File: config.mk
export PLATFORM = sky130hd
export DESIGN_NAME = sap1_accumulator_cpu_unit_flat
export DESIGN_NICKNAME = d
export VERILOG_FILES = /design/src/hdl/sap1_pkg.sv /design/src/hdl/sap1_if.sv /design/src/hdl/sap1_accumulator_cpu_unit.sv /design/src/hdl/sap1_ram.sv /design/src/hdl/sap1_front.sv /design/src/hdl/sap1_exec.sv /design/src/flat_wrapper.sv
export SDC_FILE = /design/constraint.sdc
export NUM_CORES = 1
export LEC_CHECK = 0
export BUFFER_PORTS_ARGS = -buffer_cell sky130_fd_sc_hd__clkbuf_2
export CAP_MARGIN = 10
export CELL_PAD_IN_SITES_DETAIL_PLACEMENT = 0
export CELL_PAD_IN_SITES_GLOBAL_PLACEMENT = 1
export CORE_ASPECT_RATIO = 0.5
export CORE_UTILIZATION = 45
export DETAILED_ROUTE_END_ITERATION = 6
export PLACE_DENSITY_LB_ADDON = 0.1
export SYNTH_ARGS = -nofsm -noshare
export SYNTH_HDL_FRONTEND = slang
export SYNTH_SLANG_ARGS = --single-unit
File: constraint.sdc
create_clock -name clk_i -period 4.9 [get_ports clk_i]
set_clock_uncertainty 0.2 [all_clocks]
set_input_delay 0.98 -clock clk_i [delete_from_list [all_inputs] [get_ports clk_i]]
set_output_delay 0.98 -clock clk_i [all_outputs]
set_load 0.05 [all_outputs]
File: src/hdl/sap1_pkg.sv
// ----------------------------------------------------------------------------
// sap1_pkg
// Types, opcodes and constants of the accumulator CPU unit.
// ----------------------------------------------------------------------------
package sap1_pkg;

  localparam int unsigned MEM_WORDS = 16;
  localparam int unsigned MEM_AW    = 4;

  typedef enum logic [1:0] {
    REQ_LOAD  = 2'd0,
    REQ_START = 2'd1,
    REQ_STEP  = 2'd2,
    REQ_READ  = 2'd3
  } req_e;

  typedef enum logic [1:0] {
    ST_OK      = 2'd0,
    ST_HALTED  = 2'd1,
    ST_INVALID = 2'd2,
    ST_FULL    = 2'd3
  } status_e;

  localparam logic [3:0] OP_LDA = 4'h0;
  localparam logic [3:0] OP_ADD = 4'h1;
  localparam logic [3:0] OP_SUB = 4'h2;
  localparam logic [3:0] OP_OUT = 4'hE;
  localparam logic [3:0] OP_HLT = 4'hF;

  // Instruction class, predecoded when a byte is loaded.
  typedef enum logic [1:0] {
    CLS_ALU,
    CLS_OUT,
    CLS_HLT,
    CLS_BAD
  } cls_e;

  typedef enum logic [1:0] {
    ALU_LDA,
    ALU_ADD,
    ALU_SUB
  } alu_e;

  // Work left for the execute stage.
  typedef enum logic [2:0] {
    ACT_NONE,
    ACT_ALU,
    ACT_OUT,
    ACT_CLEAR,
    ACT_READ
  } act_e;

  typedef struct packed {
    logic       valid;
    act_e       act;
    alu_e       aluop;
    status_e    status;
    logic       strobe;
    logic [3:0] slot;
    logic [3:0] pc;
    logic [3:0] addr;
    logic       mvalid;
  } stage_t;

  function automatic cls_e classify(input logic [3:0] op);
    cls_e c;
    case (op)
      OP_LDA, OP_ADD, OP_SUB: c = CLS_ALU;
      OP_OUT:                 c = CLS_OUT;
      OP_HLT:                 c = CLS_HLT;
      default:                c = CLS_BAD;
    endcase
    return c;
  endfunction

endpackage

File: src/hdl/sap1_if.sv
// ----------------------------------------------------------------------------
// sap1_if
// Request and response channels of the accumulator CPU unit.
// ----------------------------------------------------------------------------
interface sap1_req_if;
  logic               valid;
  logic               ready;
  sap1_pkg::req_e     req_type;
  logic [3:0]         addr;
  logic [7:0]         data;

  modport source (output valid, req_type, addr, data, input ready);
  modport sink   (input valid, req_type, addr, data, output ready);
endinterface

interface sap1_rsp_if;
  logic                 valid;
  logic                 ready;
  sap1_pkg::status_e    status;
  logic                 out_strobe;
  logic [7:0]           out_value;
  logic [3:0]           out_slot;
  logic [7:0]           acc_value;
  logic [3:0]           pc_value;

  modport source (output valid, status, out_strobe, out_value, out_slot, acc_value,
                  pc_value, input ready);
  modport sink   (input valid, status, out_strobe, out_value, out_slot, acc_value,
                  pc_value, output ready);
endinterface

File: src/hdl/sap1_accumulator_cpu_unit.sv
// ----------------------------------------------------------------------------
// sap1_accumulator_cpu_unit
// Tiny accumulator processor with a 16-byte program store and an output store.
// ----------------------------------------------------------------------------
// Takes one request beat per cycle while the response side does not stall,
// and returns one response beat per request, in order. The accepting edge
// also reads the instruction from the program store. The request then moves
// on to the operand read and last to the response register, which is loaded
// together with the registered read of the output store. A stalled response
// holds the whole pipeline. Both stores read as zeros after reset without a
// clearing pass, and a start request clears the output store.
module sap1_accumulator_cpu_unit #(
  parameter int unsigned OUT_SLOTS = 16
) (
  input  logic         clk_i,
  input  logic         rst_ni,
  sap1_req_if.sink     req_i,
  sap1_rsp_if.source   rsp_o
);
  import sap1_pkg::*;

  logic       adv;
  stage_t     stage;
  logic [7:0] opnd;

  assign req_i.ready = adv;

  sap1_front #(
    .OUT_SLOTS (OUT_SLOTS)
  ) u_front (
    .clk_i       (clk_i),
    .rst_ni      (rst_ni),
    .adv_i       (adv),
    .req_valid_i (req_i.valid),
    .req_type_i  (req_i.req_type),
    .addr_i      (req_i.addr),
    .data_i      (req_i.data),
    .stage_o     (stage),
    .opnd_o      (opnd)
  );

  sap1_exec #(
    .OUT_SLOTS (OUT_SLOTS)
  ) u_exec (
    .clk_i        (clk_i),
    .rst_ni       (rst_ni),
    .stage_i      (stage),
    .opnd_i       (opnd),
    .rsp_ready_i  (rsp_o.ready),
    .adv_o        (adv),
    .rsp_valid_o  (rsp_o.valid),
    .status_o     (rsp_o.status),
    .out_strobe_o (rsp_o.out_strobe),
    .out_value_o  (rsp_o.out_value),
    .out_slot_o   (rsp_o.out_slot),
    .acc_value_o  (rsp_o.acc_value),
    .pc_value_o   (rsp_o.pc_value)
  );

endmodule

File: src/hdl/sap1_ram.sv
// ----------------------------------------------------------------------------
// sap1_ram
// Generic synchronous RAM: one write port, one read port, registered read.
// ----------------------------------------------------------------------------
module sap1_ram #(
  parameter int unsigned Width = 8,
  parameter int unsigned Depth = 16,
  localparam int unsigned Aw   = (Depth > 1) ? $clog2(Depth) : 1
) (
  input  logic             clk_i,
  input  logic             we_i,
  input  logic [Aw-1:0]    waddr_i,
  input  logic [Width-1:0] wdata_i,
  input  logic             re_i,
  input  logic [Aw-1:0]    raddr_i,
  output logic [Width-1:0] rdata_o
);

  logic [Width-1:0] mem_q [Depth];
  logic [Width-1:0] rdata_q;

  // Read returns the old contents on a same-address write.
  always_ff @(posedge clk_i) begin
    if (we_i) begin
      mem_q[waddr_i] <= wdata_i;
    end
    if (re_i) begin
      rdata_q <= mem_q[raddr_i];
    end
  end

  assign rdata_o = rdata_q;

endmodule

File: src/hdl/sap1_front.sv
// ----------------------------------------------------------------------------
// sap1_front
// Sequencer and program store: program counter, halt, output index, fetch
// and operand reads of the program store.
// ----------------------------------------------------------------------------
module sap1_front #(
  parameter int unsigned OUT_SLOTS = 16
) (
  input  logic              clk_i,
  input  logic              rst_ni,
  input  logic              adv_i,
  input  logic              req_valid_i,
  input  sap1_pkg::req_e    req_type_i,
  input  logic [3:0]        addr_i,
  input  logic [7:0]        data_i,
  output sap1_pkg::stage_t  stage_o,
  output logic [7:0]        opnd_o
);
  import sap1_pkg::*;

  localparam int unsigned Cw = $clog2(OUT_SLOTS + 1);
  localparam int unsigned Xw = Cw + 4;
  localparam logic [Cw-1:0] SlotsC = Cw'(OUT_SLOTS);

  logic [MEM_AW-1:0] pc_q, pc_d;
  logic              halted_q, halted_d;
  logic [Cw-1:0]     oidx_q, oidx_d;
  logic [Xw-1:0]     oidx_ext;
  cls_e              cls_q [MEM_WORDS];
  cls_e              cls_d [MEM_WORDS];
  logic [MEM_WORDS-1:0] pval_q, pval_d;
  stage_t            s1_q, s1_d, s2_q, s2_d;
  logic              accept;
  logic              prog_we;
  logic [7:0]        fetch_rdata, opnd_rdata, ins;
  cls_e              cls_cur;

  assign accept   = req_valid_i & adv_i;
  assign prog_we  = accept & (req_type_i == REQ_LOAD);
  assign oidx_ext = Xw'(oidx_q);
  assign cls_cur  = cls_q[pc_q];

  // Request stage: all control state is decided here.
  always_comb begin
    pc_d      = pc_q;
    halted_d  = halted_q;
    oidx_d    = oidx_q;
    cls_d     = cls_q;
    pval_d    = pval_q;
    s1_d        = '0;
    s1_d.valid  = accept;
    s1_d.act    = ACT_NONE;
    s1_d.aluop  = ALU_LDA;
    s1_d.status = halted_q ? ST_HALTED : ST_OK;
    s1_d.addr   = addr_i;
    s1_d.mvalid = pval_q[pc_q];
    case (req_type_i)
      REQ_LOAD: begin
        cls_d[addr_i]  = classify(data_i[7:4]);
        pval_d[addr_i] = 1'b1;
      end
      REQ_START: begin
        pc_d        = '0;
        oidx_d      = '0;
        halted_d    = 1'b0;
        s1_d.status = ST_OK;
        s1_d.act    = ACT_CLEAR;
      end
      REQ_STEP: begin
        if (!halted_q) begin
          pc_d        = pc_q + 1'b1;
          s1_d.status = ST_OK;
          case (cls_cur)
            CLS_ALU: s1_d.act = ACT_ALU;
            CLS_OUT: begin
              if (oidx_q != SlotsC) begin
                s1_d.act    = ACT_OUT;
                s1_d.strobe = 1'b1;
                s1_d.slot   = oidx_ext[3:0];
                oidx_d      = oidx_q + 1'b1;
              end else begin
                s1_d.status = ST_FULL;
              end
            end
            CLS_HLT: begin
              halted_d    = 1'b1;
              s1_d.status = ST_HALTED;
            end
            default: begin
              halted_d    = 1'b1;
              s1_d.status = ST_INVALID;
            end
          endcase
        end
      end
      REQ_READ: s1_d.act = ACT_READ;
      default: ;
    endcase
    s1_d.pc = pc_d;
  end

  // Fetch stage: instruction byte is out of the program store.
  assign ins = s1_q.mvalid ? fetch_rdata : 8'h00;

  always_comb begin
    s2_d        = s1_q;
    s2_d.mvalid = pval_q[ins[3:0]];
    case (ins[7:4])
      OP_ADD:  s2_d.aluop = ALU_ADD;
      OP_SUB:  s2_d.aluop = ALU_SUB;
      default: s2_d.aluop = ALU_LDA;
    endcase
  end

  always_ff @(posedge clk_i or negedge rst_ni) begin
    if (!rst_ni) begin
      pc_q     <= '0;
      halted_q <= 1'b0;
      oidx_q   <= '0;
      cls_q    <= '{default: CLS_ALU};
      pval_q   <= '0;
      s1_q     <= '0;
      s2_q     <= '0;
    end else begin
      if (accept) begin
        pc_q     <= pc_d;
        halted_q <= halted_d;
        oidx_q   <= oidx_d;
        cls_q    <= cls_d;
        pval_q   <= pval_d;
      end
      if (adv_i) begin
        s1_q <= s1_d;
        s2_q <= s2_d;
      end
    end
  end

  // Two copies of the program store, one per read address.
  sap1_ram #(
    .Width (8),
    .Depth (MEM_WORDS)
  ) u_fetch_ram (
    .clk_i   (clk_i),
    .we_i    (prog_we),
    .waddr_i (addr_i),
    .wdata_i (data_i),
    .re_i    (adv_i),
    .raddr_i (pc_q),
    .rdata_o (fetch_rdata)
  );

  sap1_ram #(
    .Width (8),
    .Depth (MEM_WORDS)
  ) u_opnd_ram (
    .clk_i   (clk_i),
    .we_i    (prog_we),
    .waddr_i (addr_i),
    .wdata_i (data_i),
    .re_i    (adv_i),
    .raddr_i (ins[3:0]),
    .rdata_o (opnd_rdata)
  );

  assign stage_o = s2_q;
  assign opnd_o  = s2_q.mvalid ? opnd_rdata : 8'h00;

endmodule

File: src/hdl/sap1_exec.sv
// ----------------------------------------------------------------------------
// sap1_exec
// Execute stage: accumulator, output store and the response register.
// ----------------------------------------------------------------------------
module sap1_exec #(
  parameter int unsigned OUT_SLOTS = 16
) (
  input  logic               clk_i,
  input  logic               rst_ni,
  input  sap1_pkg::stage_t   stage_i,
  input  logic [7:0]         opnd_i,
  input  logic               rsp_ready_i,
  output logic               adv_o,
  output logic               rsp_valid_o,
  output sap1_pkg::status_e  status_o,
  output logic               out_strobe_o,
  output logic [7:0]         out_value_o,
  output logic [3:0]         out_slot_o,
  output logic [7:0]         acc_value_o,
  output logic [3:0]         pc_value_o
);
  import sap1_pkg::*;

  localparam int unsigned Ow = (OUT_SLOTS > 1) ? $clog2(OUT_SLOTS) : 1;
  localparam int unsigned Ew = Ow + 4;

  logic [7:0]           acc_q, acc_d;
  logic [Ow-1:0]        wptr_q, wptr_d;
  logic [OUT_SLOTS-1:0] oval_q, oval_d;
  logic                 out_we;
  logic [Ew-1:0]        addr_ext;
  logic [Ow-1:0]        ridx;
  logic                 rd_hit;
  logic [7:0]           ram_rdata;

  logic                 valid_q;
  status_e              status_q;
  logic                 strobe_q;
  logic [7:0]           value_q;
  logic [3:0]           slot_q;
  logic [7:0]           accv_q;
  logic [3:0]           pc_q;
  logic                 rdsel_q;

  assign adv_o    = !valid_q || rsp_ready_i;
  assign addr_ext = Ew'(stage_i.addr);
  assign ridx     = addr_ext[Ow-1:0];
  assign rd_hit   = stage_i.valid && (stage_i.act == ACT_READ)
                    && (addr_ext < Ew'(OUT_SLOTS)) && oval_q[ridx];
  assign out_we   = adv_o && stage_i.valid && (stage_i.act == ACT_OUT) && stage_i.strobe;

  always_comb begin
    acc_d  = acc_q;
    wptr_d = wptr_q;
    oval_d = oval_q;
    if (stage_i.valid) begin
      case (stage_i.act)
        ACT_ALU: begin
          case (stage_i.aluop)
            ALU_ADD: acc_d = acc_q + opnd_i;
            ALU_SUB: acc_d = acc_q - opnd_i;
            default: acc_d = opnd_i;
          endcase
        end
        ACT_OUT: begin
          if (stage_i.strobe) begin
            oval_d[wptr_q] = 1'b1;
            wptr_d         = wptr_q + 1'b1;
          end
        end
        ACT_CLEAR: begin
          oval_d = '0;
          wptr_d = '0;
        end
        default: ;
      endcase
    end
  end

  always_ff @(posedge clk_i or negedge rst_ni) begin
    if (!rst_ni) begin
      acc_q   <= '0;
      wptr_q  <= '0;
      oval_q  <= '0;
      valid_q <= 1'b0;
      rdsel_q <= 1'b0;
    end else if (adv_o) begin
      acc_q   <= acc_d;
      wptr_q  <= wptr_d;
      oval_q  <= oval_d;
      valid_q <= stage_i.valid;
      rdsel_q <= rd_hit;
    end
  end

  // Response payload; held while the beat is stalled.
  always_ff @(posedge clk_i) begin
    if (adv_o) begin
      status_q <= stage_i.status;
      strobe_q <= stage_i.strobe;
      value_q  <= out_we ? acc_q : 8'h00;
      slot_q   <= stage_i.slot;
      accv_q   <= acc_d;
      pc_q     <= stage_i.pc;
    end
  end

  sap1_ram #(
    .Width (8),
    .Depth (OUT_SLOTS)
  ) u_out_ram (
    .clk_i   (clk_i),
    .we_i    (out_we),
    .waddr_i (wptr_q),
    .wdata_i (acc_q),
    .re_i    (adv_o),
    .raddr_i (ridx),
    .rdata_o (ram_rdata)
  );

  assign rsp_valid_o  = valid_q;
  assign status_o     = status_q;
  assign out_strobe_o = strobe_q;
  assign out_value_o  = rdsel_q ? ram_rdata : value_q;
  assign out_slot_o   = slot_q;
  assign acc_value_o  = accv_q;
  assign pc_value_o   = pc_q;

endmodule

File: src/flat_wrapper.sv
// flat-port wrapper written by rule: the top's interface ports become plain ports
module sap1_accumulator_cpu_unit_flat import sap1_pkg::*;
#(
  parameter int unsigned OUT_SLOTS = 16
)
  (clk_i, rst_ni, req_i_valid, req_i_req_type, req_i_addr, req_i_data, req_i_ready, rsp_o_valid, rsp_o_status, rsp_o_out_strobe, rsp_o_out_value, rsp_o_out_slot, rsp_o_acc_value, rsp_o_pc_value, rsp_o_ready);
  sap1_req_if req_i_i ();
  sap1_rsp_if rsp_o_i ();
  input  logic clk_i;
  input  logic rst_ni;
  input wire logic [$bits(req_i_i.valid)-1:0] req_i_valid;
  input wire logic [$bits(req_i_i.req_type)-1:0] req_i_req_type;
  input wire logic [$bits(req_i_i.addr)-1:0] req_i_addr;
  input wire logic [$bits(req_i_i.data)-1:0] req_i_data;
  output wire logic [$bits(req_i_i.ready)-1:0] req_i_ready;
  output wire logic [$bits(rsp_o_i.valid)-1:0] rsp_o_valid;
  output wire logic [$bits(rsp_o_i.status)-1:0] rsp_o_status;
  output wire logic [$bits(rsp_o_i.out_strobe)-1:0] rsp_o_out_strobe;
  output wire logic [$bits(rsp_o_i.out_value)-1:0] rsp_o_out_value;
  output wire logic [$bits(rsp_o_i.out_slot)-1:0] rsp_o_out_slot;
  output wire logic [$bits(rsp_o_i.acc_value)-1:0] rsp_o_acc_value;
  output wire logic [$bits(rsp_o_i.pc_value)-1:0] rsp_o_pc_value;
  input wire logic [$bits(rsp_o_i.ready)-1:0] rsp_o_ready;
  assign req_i_i.valid = req_i_valid;
  assign req_i_i.req_type = req_i_req_type;
  assign req_i_i.addr = req_i_addr;
  assign req_i_i.data = req_i_data;
  assign req_i_ready = req_i_i.ready;
  assign rsp_o_valid = rsp_o_i.valid;
  assign rsp_o_status = rsp_o_i.status;
  assign rsp_o_out_strobe = rsp_o_i.out_strobe;
  assign rsp_o_out_value = rsp_o_i.out_value;
  assign rsp_o_out_slot = rsp_o_i.out_slot;
  assign rsp_o_acc_value = rsp_o_i.acc_value;
  assign rsp_o_pc_value = rsp_o_i.pc_value;
  assign rsp_o_i.ready = rsp_o_ready;
  sap1_accumulator_cpu_unit #(.OUT_SLOTS(OUT_SLOTS)) u_core (.clk_i(clk_i), .rst_ni(rst_ni), .req_i(req_i_i), .rsp_o(rsp_o_i));
endmodule
Word-level counts from Yosys, hierarchy flattened
Memory sizes are Yosys's and may differ from the RTL's. A register that Yosys moved wholly into a read port is not among the register bits.
Cells that the tools add are included.
{ "totals": {"regBits": 157, "ramBits": 384, "input_bits": 18, "output_inout_bits": 29, "wordCells": 171, "memories": 3} }
{ "op_classes": {"n_addsub": 5, "order_cmp": 11, "n_eq_ne": 22, "muxes": 54, "bitwise": 6, "reduce_logical": 22} }
{ "mem_list": {"columns": ["memory", "words", "word_bits", "read_ports", "rd_clocked_by_memory_dff", "wr", "line_no", "rtl"], "rows": [
  ["u_core.u_exec.u_out_ram.mem_q", 16, 8, 1, 1, 1, "sap1_ram.sv:19", "logic [Width-1:0] mem_q [Depth];"],
  ["u_core.u_front.u_fetch_ram.mem_q", 16, 8, 1, 1, 1, "sap1_ram.sv:19", null],
  ["u_core.u_front.u_opnd_ram.mem_q", 16, 8, 1, 1, 1, "sap1_ram.sv:19", null]
]} }
{ "ops": {"columns": ["op", "n"], "rows": [
  ["8-bit 2-to-1 mux", 5],
  ["32-bit bitwise mux", 1],
  ["16-bit bitwise OR", 2],
  ["16-bit case mux with 2 select lines", 1],
  ["4-bit by 5-bit less-than comparator with 1-bit output (second input constant)", 6],
  ["5-bit 2-to-1 mux", 6],
  ["16-bit 2-to-1 mux", 1],
  ["4-bit case mux with 2 select lines", 2],
  ["8-bit case mux with 2 select lines", 1],
  ["2-bit 2-to-1 mux", 7],
  ["1-bit binary-select mux with 4-bit select", 3],
  ["1-bit 2-to-1 mux", 12],
  ["2-bit case mux with 2 select lines", 3],
  ["2-bit case mux with 3 select lines", 2],
  ["5-bit greater-or-equal comparator (second input constant)", 2],
  ["4-bit inverter with 5-bit output", 2],
  ["5-bit case mux with 2 select lines", 1],
  ["1-bit logical AND", 9],
  ["3-bit case mux with 3 select lines", 1],
  ["4-bit by 1-bit adder with 4-bit output (second input constant)", 2],
  ["8-bit adder", 1],
  ["2-bit binary-select mux with 4-bit select", 1],
  ["1-bit demux with 4-bit select", 2],
  ["2-bit demux with 4-bit select", 1],
  ["29 further kinds", 46]
]} }

Depth between registers and ports, before layout
Gate-level depths: netlist (run 1).
{ "logic_depth": {"ltp_word": 9, "depth_mapped": 12, "ltp_nobuf": 12} }

Cells and area by module
A second synthesis (run 1) with hierarchy kept.
{ "unflattened": {"cells_unflattened": 1361, "hier_area_um2": 23590.1} }
{ "by_module_without_submodules": {"columns": ["mod", "instances", "cells_per_inst", "area_per_inst_um2", "seq_area_each_um2"], "rows": [
  ["sap1_ram", 3, 229, 5227.5, 4083.9],
  ["sap1_front", 1, 397, 4823.4, 2502.4],
  ["sap1_exec", 1, 277, 3084.2, 1561.5]
]} }

Worst setup path after synthesis (run 1)
OpenSTA, ideal clock, no wires.
{ "synth_timing": {"kind": "input port to output port", "from": "input port rsp_o_ready", "to": "output port req_i_ready", "arrival_time_ps": 3446, "path_slack_ps": 274, "path_stages": 4, "path_buffers": 2, "path_cell_list": "nor2b_1 -> inv_1 -> clkbuf_1 -> buf_1"} }
{ "synth_via": {"elab_chain_len": 1} }
{ "synth_lines": {"columns": ["element", "line_no", "rtl"], "rows": [
  ["start, declared", "flat_wrapper.sv:23", "input wire logic [$bits(rsp_o_i.ready)-1:0] rsp_o_ready;"],
  ["1-bit logical OR", "sap1_exec.sv:45", "assign adv_o = !valid_q || rsp_ready_i;"],
  ["end, declared", "flat_wrapper.sv:15", "output wire logic [$bits(req_i_i.ready)-1:0] req_i_ready;"]
]} }
Every way passes these cells.

Worst setup path after layout (run 1)
{ "layout_timing": {"from": "register u_core.u_front.u_opnd_ram.rdata_q[2], in the netlist u_core.u_front.u_opnd_ram.rdata_o[2], read port of u_core.u_front.u_opnd_ram.mem_q", "to": "register u_core.u_exec.accv_q[7], in the netlist u_core.u_exec.acc_value_o[7], data pin"} }
{ "layout_via": {"elab_chain_len": 5, "elab_cells_between_ends": 6, "cone_classes": "2 x add/sub; 4 x mux"} }
{ "layout_lines": {"columns": ["element", "line_no", "rtl"], "rows": [
  ["start, declared", "sap1_ram.sv:20", "logic [Width-1:0] rdata_q;"],
  ["8-bit 2-to-1 mux *", "sap1_front.sv:167", "assign opnd_o = s2_q.mvalid ? opnd_rdata : 8'h00;"],
  ["8-bit subtractor / 8-bit adder (equally long branches)", "sap1_exec.sv:61, sap1_exec.sv:60", null],
  ["8-bit case mux with 2 select lines *", "sap1_exec.sv:59", "case (stage_i.aluop)"],
  ["8-bit 2-to-1 mux *", "sap1_exec.sv:57", "case (stage_i.act)"],
  ["8-bit 2-to-1 mux *", "sap1_exec.sv:56", "if (stage_i.valid) begin"],
  ["via u_core.u_exec.acc_d[7]", "sap1_exec.sv:27", "logic [7:0] acc_q, acc_d;"],
  ["end signal, assigned", "sap1_exec.sv:103", "accv_q <= acc_d;"],
  ["end, declared", "sap1_exec.sv:41", "logic [7:0] accv_q;"]
]} }
The timed path passes the listed nets; every way through them passes the cells marked *.
A chain may end at the register's enable or synchronous reset.

==> impl_metrics.env, run 1 <==
export IMPL_status="finished, final reports clean"
export IMPL_yosysTopAreaCell="edfxtp_1"
export IMPL_fmax_mhz=282
export IMPL_place_area_mm2=0.0201
export IMPL_fin_crit_ps=3550
export IMPL_clk_latency_ps=550
export IMPL_wirelength_mm=47.5
export IMPL_grtUsageMet3_pct=4.12
export IMPL_placedCellCount=1815
export IMPL_fin_util_pct=51.3
export IMPL_fin_ws_ps=1350
export IMPL_power_frac_clock_pct=28.7
export IMPL_netlist_instances=1228
export IMPL_syn_nets=1266
export IMPL_grt_usage_pct=22.5
export IMPL_ys_seq_elements=437
export IMPL_yosysWarnings=0
export IMPL_ir_worst_vdd_mv=0.224
export IMPL_final_nets=1321
export IMPL_initial_core_util_pct=45.7
export IMPL_worstPathRequired_ps=5060
export IMPL_cts_tree="yes"
export IMPL_final_setup_viol_count=0
export IMPL_die_h_um=148
export IMPL_busiest_layer="met2"
export IMPL_num_vias=11000
export IMPL_cpPeakStageDelay_ps=570
export IMPL_fin_area_mm2=0.0215
export IMPL_yosys_top_cells_area="edfxtp_1, dfrtp_1, mux4_2"
export IMPL_cts_sinks=437
export IMPL_vias_per_cell=5.80
export IMPL_whs_ps=213
export IMPL_overflow=0
export IMPL_firstDrtPassIters=5
export IMPL_synth_flop_cell="edfxtp_1"
export IMPL_cts_resized_gates=0
export IMPL_synth_area_mm2=0.0192
export IMPL_dp_hpwl_mm=30.3
export IMPL_postCtsHoldBufs=0
export IMPL_yosysSeqAreaShare_pct=65.1
export IMPL_final_instance_count_excl_fill=1892
export IMPL_finalSetupTns_ps=0
export IMPL_place_congestion=0.798
export IMPL_post_route_period_util_pct=72.4
export IMPL_ant_nets=0
export IMPL_fp_dieW_um=294
export IMPL_fp_dieArea_mm2=0.0435
export IMPL_slowest_stage="nor4_1"
export IMPL_seqCellArea_mm2=0.0125
export IMPL_end_kind="flop"
export IMPL_clock_path_buffers=3
export IMPL_crit_family="simple AND/OR/NAND/NOR gates"
export IMPL_multi_input_area_mm2=0.00635
export IMPL_fp_row_count=53
export IMPL_clkSlewWorstSetupHoldPaths_ps=60
export IMPL_io_buffer_count=46
export IMPL_sw_frac_of_total_pct=32.3
export IMPL_met2_usage_pct=35.8
export IMPL_coreArea_mm2=0.0420
export IMPL_worst_pin_slew_ps=1130
export IMPL_async_flop_share_pct=29.7
export IMPL_p_int_mw=7.86
export IMPL_drt_initial_drc_count=967
export IMPL_post_cts_buffers=0
export IMPL_comb_power_share_pct=26.8
export IMPL_io_pins=47
export IMPL_drc=0
export IMPL_yosysUniqueCellTypes=56
export IMPL_power_switching_mw=3.76
export IMPL_grt_use_met1_pct=32.4
export IMPL_cts_made_buffers=42
export IMPL_first_global_vias=11100
export IMPL_htree_levels=2
export IMPL_synth_edf_count=307
export IMPL_place_ws_ps=1250
export IMPL_drive_gt1_share_pct=26.0
export IMPL_cp_num_buf_inv=0
export IMPL_drt_wirelength_per_cell_um=25.1
export IMPL_finalHoldViolCount=0
export IMPL_grt_antenna_before_repair=0
export IMPL_synth_top_area_share_pct=48.1
export IMPL_crit_path_max_fanout=5
export IMPL_critical_path_arrival_ps=3710
export IMPL_fill_cells=3497
export IMPL_antenna_cells=0
export IMPL_cts_root_buf="clkbuf_16"
export IMPL_rsz0062_at_grt="false"
export IMPL_grt_max_degree=75
export IMPL_p_total_mw=11.6
export IMPL_min_path_type="input pin to async pin"
export IMPL_seqPwrFrac_pct=44.5
export IMPL_criticalPathCategory="flop to flop"
export IMPL_leakagePower_nw=7.96
export IMPL_cap_violations=0
export IMPL_slew_headroom_pct=23.9
export IMPL_syn_avg_cell_area_um2=15.6
export IMPL_finalMaxSlewViolations=0
export IMPL_area_growth_pct=12.4
export IMPL_path_cells="nor4_1, a21oi_1, xnor2_1, nand2_1, ha_1, or3_1, o31ai_1, nand3_1, o311a_1, a22oi_1"
export IMPL_powerDensity_mw_per_mm2=539
export IMPL_worstSetupStartpointType="flop"
export IMPL_grt_pass1_wl_mm=72.4
==> metal layers <==
layer  wire (um)  up-vias
li1            -     4876
met1       21200     5713
met2       22700      310
met3        2660       75
met4         977        0
met5           0        -
==> final cells by class <==
cell class | instances | share of cell area, %
flip-flops and latches | 437 | 57.9
multi-input cells | 701 | 29.5
clock buffers | 58 | 5.40
well taps | 577 | 3.35
repair buffers | 82 | 2.47
clock inverters | 18 | 1.02
inverters | 19 | 0.343
==> power groups by stage <==
stage          logic (mW)  registers, mW  clock network (mW)
3_3_place_gp         3.11           5.24                   0
2_1_floorplan        2.28           5.07                   0
6_report             3.12           5.17                3.33
3_5_place_dp         3.12           5.26                   0
4_1_cts              3.14           5.19                3.40
5_1_grt              3.35           5.25                3.55
==> state kept, by name, indices dropped and copies added (netlist names), 5 cells and up <==
register / cells
u_core.u_exec.u_out_ram.mem_q: 128
u_core.u_front.u_fetch_ram.mem_q: 64
u_core.u_front.u_opnd_ram.mem_q: 64
u_core.u_front.cls_q: 32
u_core.u_front.stage_o: 22
u_core.u_front.s1_q: 20
u_core.u_exec.oval_q: 16
u_core.u_front.pval_q: 16
u_core.u_exec.acc_q: 8
u_core.u_exec.acc_value_o: 8
u_core.u_exec.u_out_ram.rdata_o: 8
u_core.u_exec.value_q: 8
u_core.u_front.u_fetch_ram.rdata_o: 8
u_core.u_front.u_opnd_ram.rdata_o: 8
u_core.u_front.oidx_q: 5
==> final timing paths <==
kind	start	end	slack [ps]	cells past startpoint
worst max-delay path	u_core.u_front.u_opnd_ram.rdata_o[2]	u_core.u_exec.acc_value_o[7]	1350	10
worst min-delay path	rst_ni	u_core.u_front.cls_q[15]	210	1
worst max register to register	u_core.u_front.u_opnd_ram.rdata_o[2]	u_core.u_exec.acc_value_o[7]	1350	10
worst min register to register	u_core.u_front.stage_o[9]	u_core.u_exec.out_slot_o[0]	250	0
max in group asynchronous	rst_ni	u_core.u_exec.oval_q[5]	3450	2
min in group clk_i	u_core.u_front.stage_o[9]	u_core.u_exec.out_slot_o[0]	250	0
==> cell usage after synthesis (20+ instances only) <==
| master | count |
|---|---|
| edfxtp_1 | 307 |
| nand2_1 | 131 |
| dfrtp_1 | 130 |
| mux4_2 | 95 |
| mux2_2 | 76 |
| a21oi_1 | 51 |
| clkbuf_1 | 51 |
| nor2_1 | 45 |
| o21ai_0 | 39 |
| mux2i_1 | 25 |
| o21a_1 | 20 |
==> kinds of logic after synthesis <==
kind of cell | count (synthesis) | synth area share (%)
mux | 203 | 17.8
simple gates | 285 | 7.03
compound gates | 180 | 6.23
flops | 437 | 65.1
buf+inv | 90 | 1.91
xor+xnor | 13 | 0.594
fa+ha+maj | 20 | 1.34
==> cells in the final DEF, fill, tap and decap left out, types with 12 or more instances in the layout <==
cell,count
nor2_1,45
mux2i_1,25
dfrtp_1,127
buf_4,34
nand3_1,12
mux4_2,95
o21a_1,20
a21oi_1,51
nand2_1,131
mux2_2,76
o21ai_0,38
or2_2,17
inv_1,18
clkbuf_1,12
edfxtp_1,307
clkbuf_16,43
ha_1,19
nand2b_1,12
nor3_1,14
clkbuf_2,45
No activity file was read; power rests on OpenSTA's default activity.
==> inputs of run 2 (changes only) <==
clock period = 3.3 ns   (was 4.9 ns; I/O delays follow)
==> run 2 against run 1 <==
  * Sequential share of layout area fell by 0.91 points
  * Final cell count rose by 2.6%
  * Fmax rose by 10%
  * Register-to-register slack got worse by 1300 ps
  * Critical path depth rose by 2
  * Sequential power rose by 43%
  * Flip-flop and latch count did not move
  * Count of clock-buffer cells in the layout fell by 7
  * Non-clock buffer count rose by 49
  * Routed wire length fell by 2.6%
==> impl_metrics.env, run 2 (synthesis gave the netlist of run 1 again) <==
export IMPL_status="finished, final reports clean"
export IMPL_crit_start="u_core.u_front.stage_o[16]"
export IMPL_top_regs="u_core.u_exec.u_out_ram.mem_q: 128 flops, u_core.u_front.u_fetch_ram.mem_q: 64 flops, u_core.u_front.u_opnd_ram.mem_q: 64 flops"
export IMPL_worst_pin_slew_ps=898
export IMPL_powerDensity_mw_per_mm2=780
export IMPL_p_total_mw=17.1
export IMPL_final_setup_viol_count=0
export IMPL_fin_crit_ps=3220
export IMPL_power_frac_clock_pct=26.7
export IMPL_final_cell_mix="edfxtp_1, nand2_1, dfrtp_1, mux4_2, buf_4"
export IMPL_grt_pass1_wl_mm=71.4
export IMPL_largest_register_ffs=128
export IMPL_critical_path_arrival_ps=3410
export IMPL_grt_antenna_before_repair=2
export IMPL_dp_hpwl_mm=29.6
export IMPL_coreArea_mm2=0.0420
export IMPL_cp_num_buf_inv=1
export IMPL_final_nets=1369
export IMPL_io_buffer_count=46
export IMPL_cpPeakStageDelay_ps=460
export IMPL_seqCellArea_mm2=0.0125
export IMPL_comb_power_share_pct=30.0
export IMPL_finalHoldViolCount=0
export IMPL_area_growth_pct=14.2
export IMPL_seqPwrFrac_pct=43.3
export IMPL_initial_core_util_pct=45.7
export IMPL_worstReg2RegEnd="u_core.u_exec.acc_value_o[7]"
export IMPL_reg2regPathDepth=12
export IMPL_post_route_period_util_pct=97.7
export IMPL_clock_path_buffers=3
export IMPL_worstSetupStartpointType="flop"
export IMPL_power_switching_mw=5.58
export IMPL_slew_headroom_pct=40.2
export IMPL_fp_dieArea_mm2=0.0435
export IMPL_grt_usage_pct=21.9
export IMPL_final_common_cell="edfxtp_1"
export IMPL_end_kind="flop"
export IMPL_sw_frac_of_total_pct=32.7
export IMPL_place_ws_ps=58.0
export IMPL_finalSetupTns_ps=0
export IMPL_num_vias=11000
export IMPL_r2r_start="u_core.u_front.stage_o[16]"
export IMPL_crit_path_max_fanout=4
export IMPL_r2r_slack_ps=80
export IMPL_crit_family="compound AO/OA/AOI/OAI gates"
export IMPL_cap_violations=0
export IMPL_htree_levels=2
export IMPL_drt_initial_drc_count=926
export IMPL_leakagePower_nw=8.18
export IMPL_cp_endpoint="u_core.u_exec.acc_value_o[7]"
export IMPL_cts_sinks=437
export IMPL_cts_root_buf="clkbuf_16"
export IMPL_finalMaxSlewViolations=0
export IMPL_fin_ws_ps=76.8
export IMPL_top_register="u_core.u_exec.u_out_ram.mem_q"
export IMPL_firstDrtPassIters=6
export IMPL_antenna_cells=0
export IMPL_p_int_mw=11.5
export IMPL_vias_per_cell=5.67
export IMPL_grt_max_degree=58
export IMPL_io_pins=47
export IMPL_wirelength_mm=46.3
export IMPL_slowest_stage="or4_4"
export IMPL_overflow=0
export IMPL_drt_wirelength_per_cell_um=23.9
export IMPL_fill_cells=3419
export IMPL_die_h_um=148
export IMPL_cts_tree="yes"
export IMPL_cts_made_buffers=41
export IMPL_place_congestion=0.834
export IMPL_drc=0
export IMPL_crit_cells=12
export IMPL_path_cells="inv_1, ha_2, nand2b_1, xnor2_1, nand2_1, ha_1, nor2b_1, o31a_1, or4_4, a32o_1, o211a_1, a22oi_2"
export IMPL_fp_row_count=53
export IMPL_clkSlewWorstSetupHoldPaths_ps=70
export IMPL_worstPathRequired_ps=3480
export IMPL_criticalPathCategory="flop to flop"
export IMPL_min_path_type="input pin to flop"
export IMPL_multi_input_area_mm2=0.00640
export IMPL_drive_gt1_share_pct=29.4
export IMPL_ir_worst_vdd_mv=0.372
export IMPL_ant_nets=0
export IMPL_clk_latency_ps=550
export IMPL_fp_dieW_um=294
export IMPL_fmax_mhz=310
export IMPL_first_global_vias=11600
run 2: changes by cell type in the layout (fill, tap and decap cells not counted), moves of 3 or more:
cell	before	now
buf_12	2	5
clkinv_2	4	9
clkinv_1	5	8
buf_4	34	79
bufinv_16	5	1
clkbuf_1	12	7
run 2: cell type report:
type,count,share of cell area [%]
Inverter,19,0.337
Tap cell,577,3.30
Multi-Input combinational cell,701,29.2
Sequential cell,437,57.0
Timing Repair Buffer,131,4.29
Clock buffer,51,5.10
Clock inverter,25,0.720
run 2: power by group through the flow:
stage	combinational, mW	sequential (mW)	clock (mW)
floorplan	3.39	7.52	0
CTS	5.00	7.41	4.68
finish	5.11	7.39	4.56
detailed placement	4.97	7.52	0
global placement	4.93	7.48	0
global route	5.52	7.49	4.91
run 2: worst min path at each step:
stage | startpoint | end | cells after the start
after floorplan | rst_ni | u_core.u_exec.acc_q[0] | 0
after global placement | u_core.u_front.stage_o[9] | u_core.u_exec.out_slot_o[0] | 0
after detailed placement | u_core.u_front.stage_o[15] | u_core.u_exec.status_o[1] | 0
final | req_i_addr[1] | u_core.u_front.s1_q[2] | 3
after CTS | req_i_req_type[1] | u_core.u_front.s1_q[19] | 2
after global routing | req_i_req_type[1] | u_core.u_front.s1_q[19] | 2
run 2: metrics by stage:
| step | instance area [um^2] | util, % | hold slack, ps | instances |
|---|---|---|---|---|
| after floorplan | 19200 | - | 164 | 1228 |
| after global placement | 20500 | 48.9 | 232 | 1859 |
| after detailed placement | 20500 | 48.9 | 230 | 1859 |
| after CTS | 21800 | 51.9 | 207 | 1936 |
| after global routing | 21900 | 52.1 | 215 | 1941 |
| final | 21900 | 52.1 | 245 | 1941 |
run 2: repair_timing:
item / in CTS / in global routing
endpoints found under the hold margin: 43 / 0
hold buffers: 1 / 0
endpoints found under the setup margin: 0 / 4
setup buffers: 0 / 5
resized for setup: 0 / 12
run 2: layer usage:
| metal | vias up | GRT usage, % | wire length (um) |
|---|---|---|---|
| met5 | - | 0 | 0 |
| met4 | 0 | 5.42 | 932 |
| met3 | 65 | 3.56 | 2070 |
| met2 | 263 | 35.3 | 22000 |
| met1 | 5723 | 31.2 | 21200 |
| li1 | 4961 | - | - |
run 2: tightest hold or removal path: stages:
cell and delay [ps]:
clkbuf_2 120, nand2_1 110, nand2_1 60
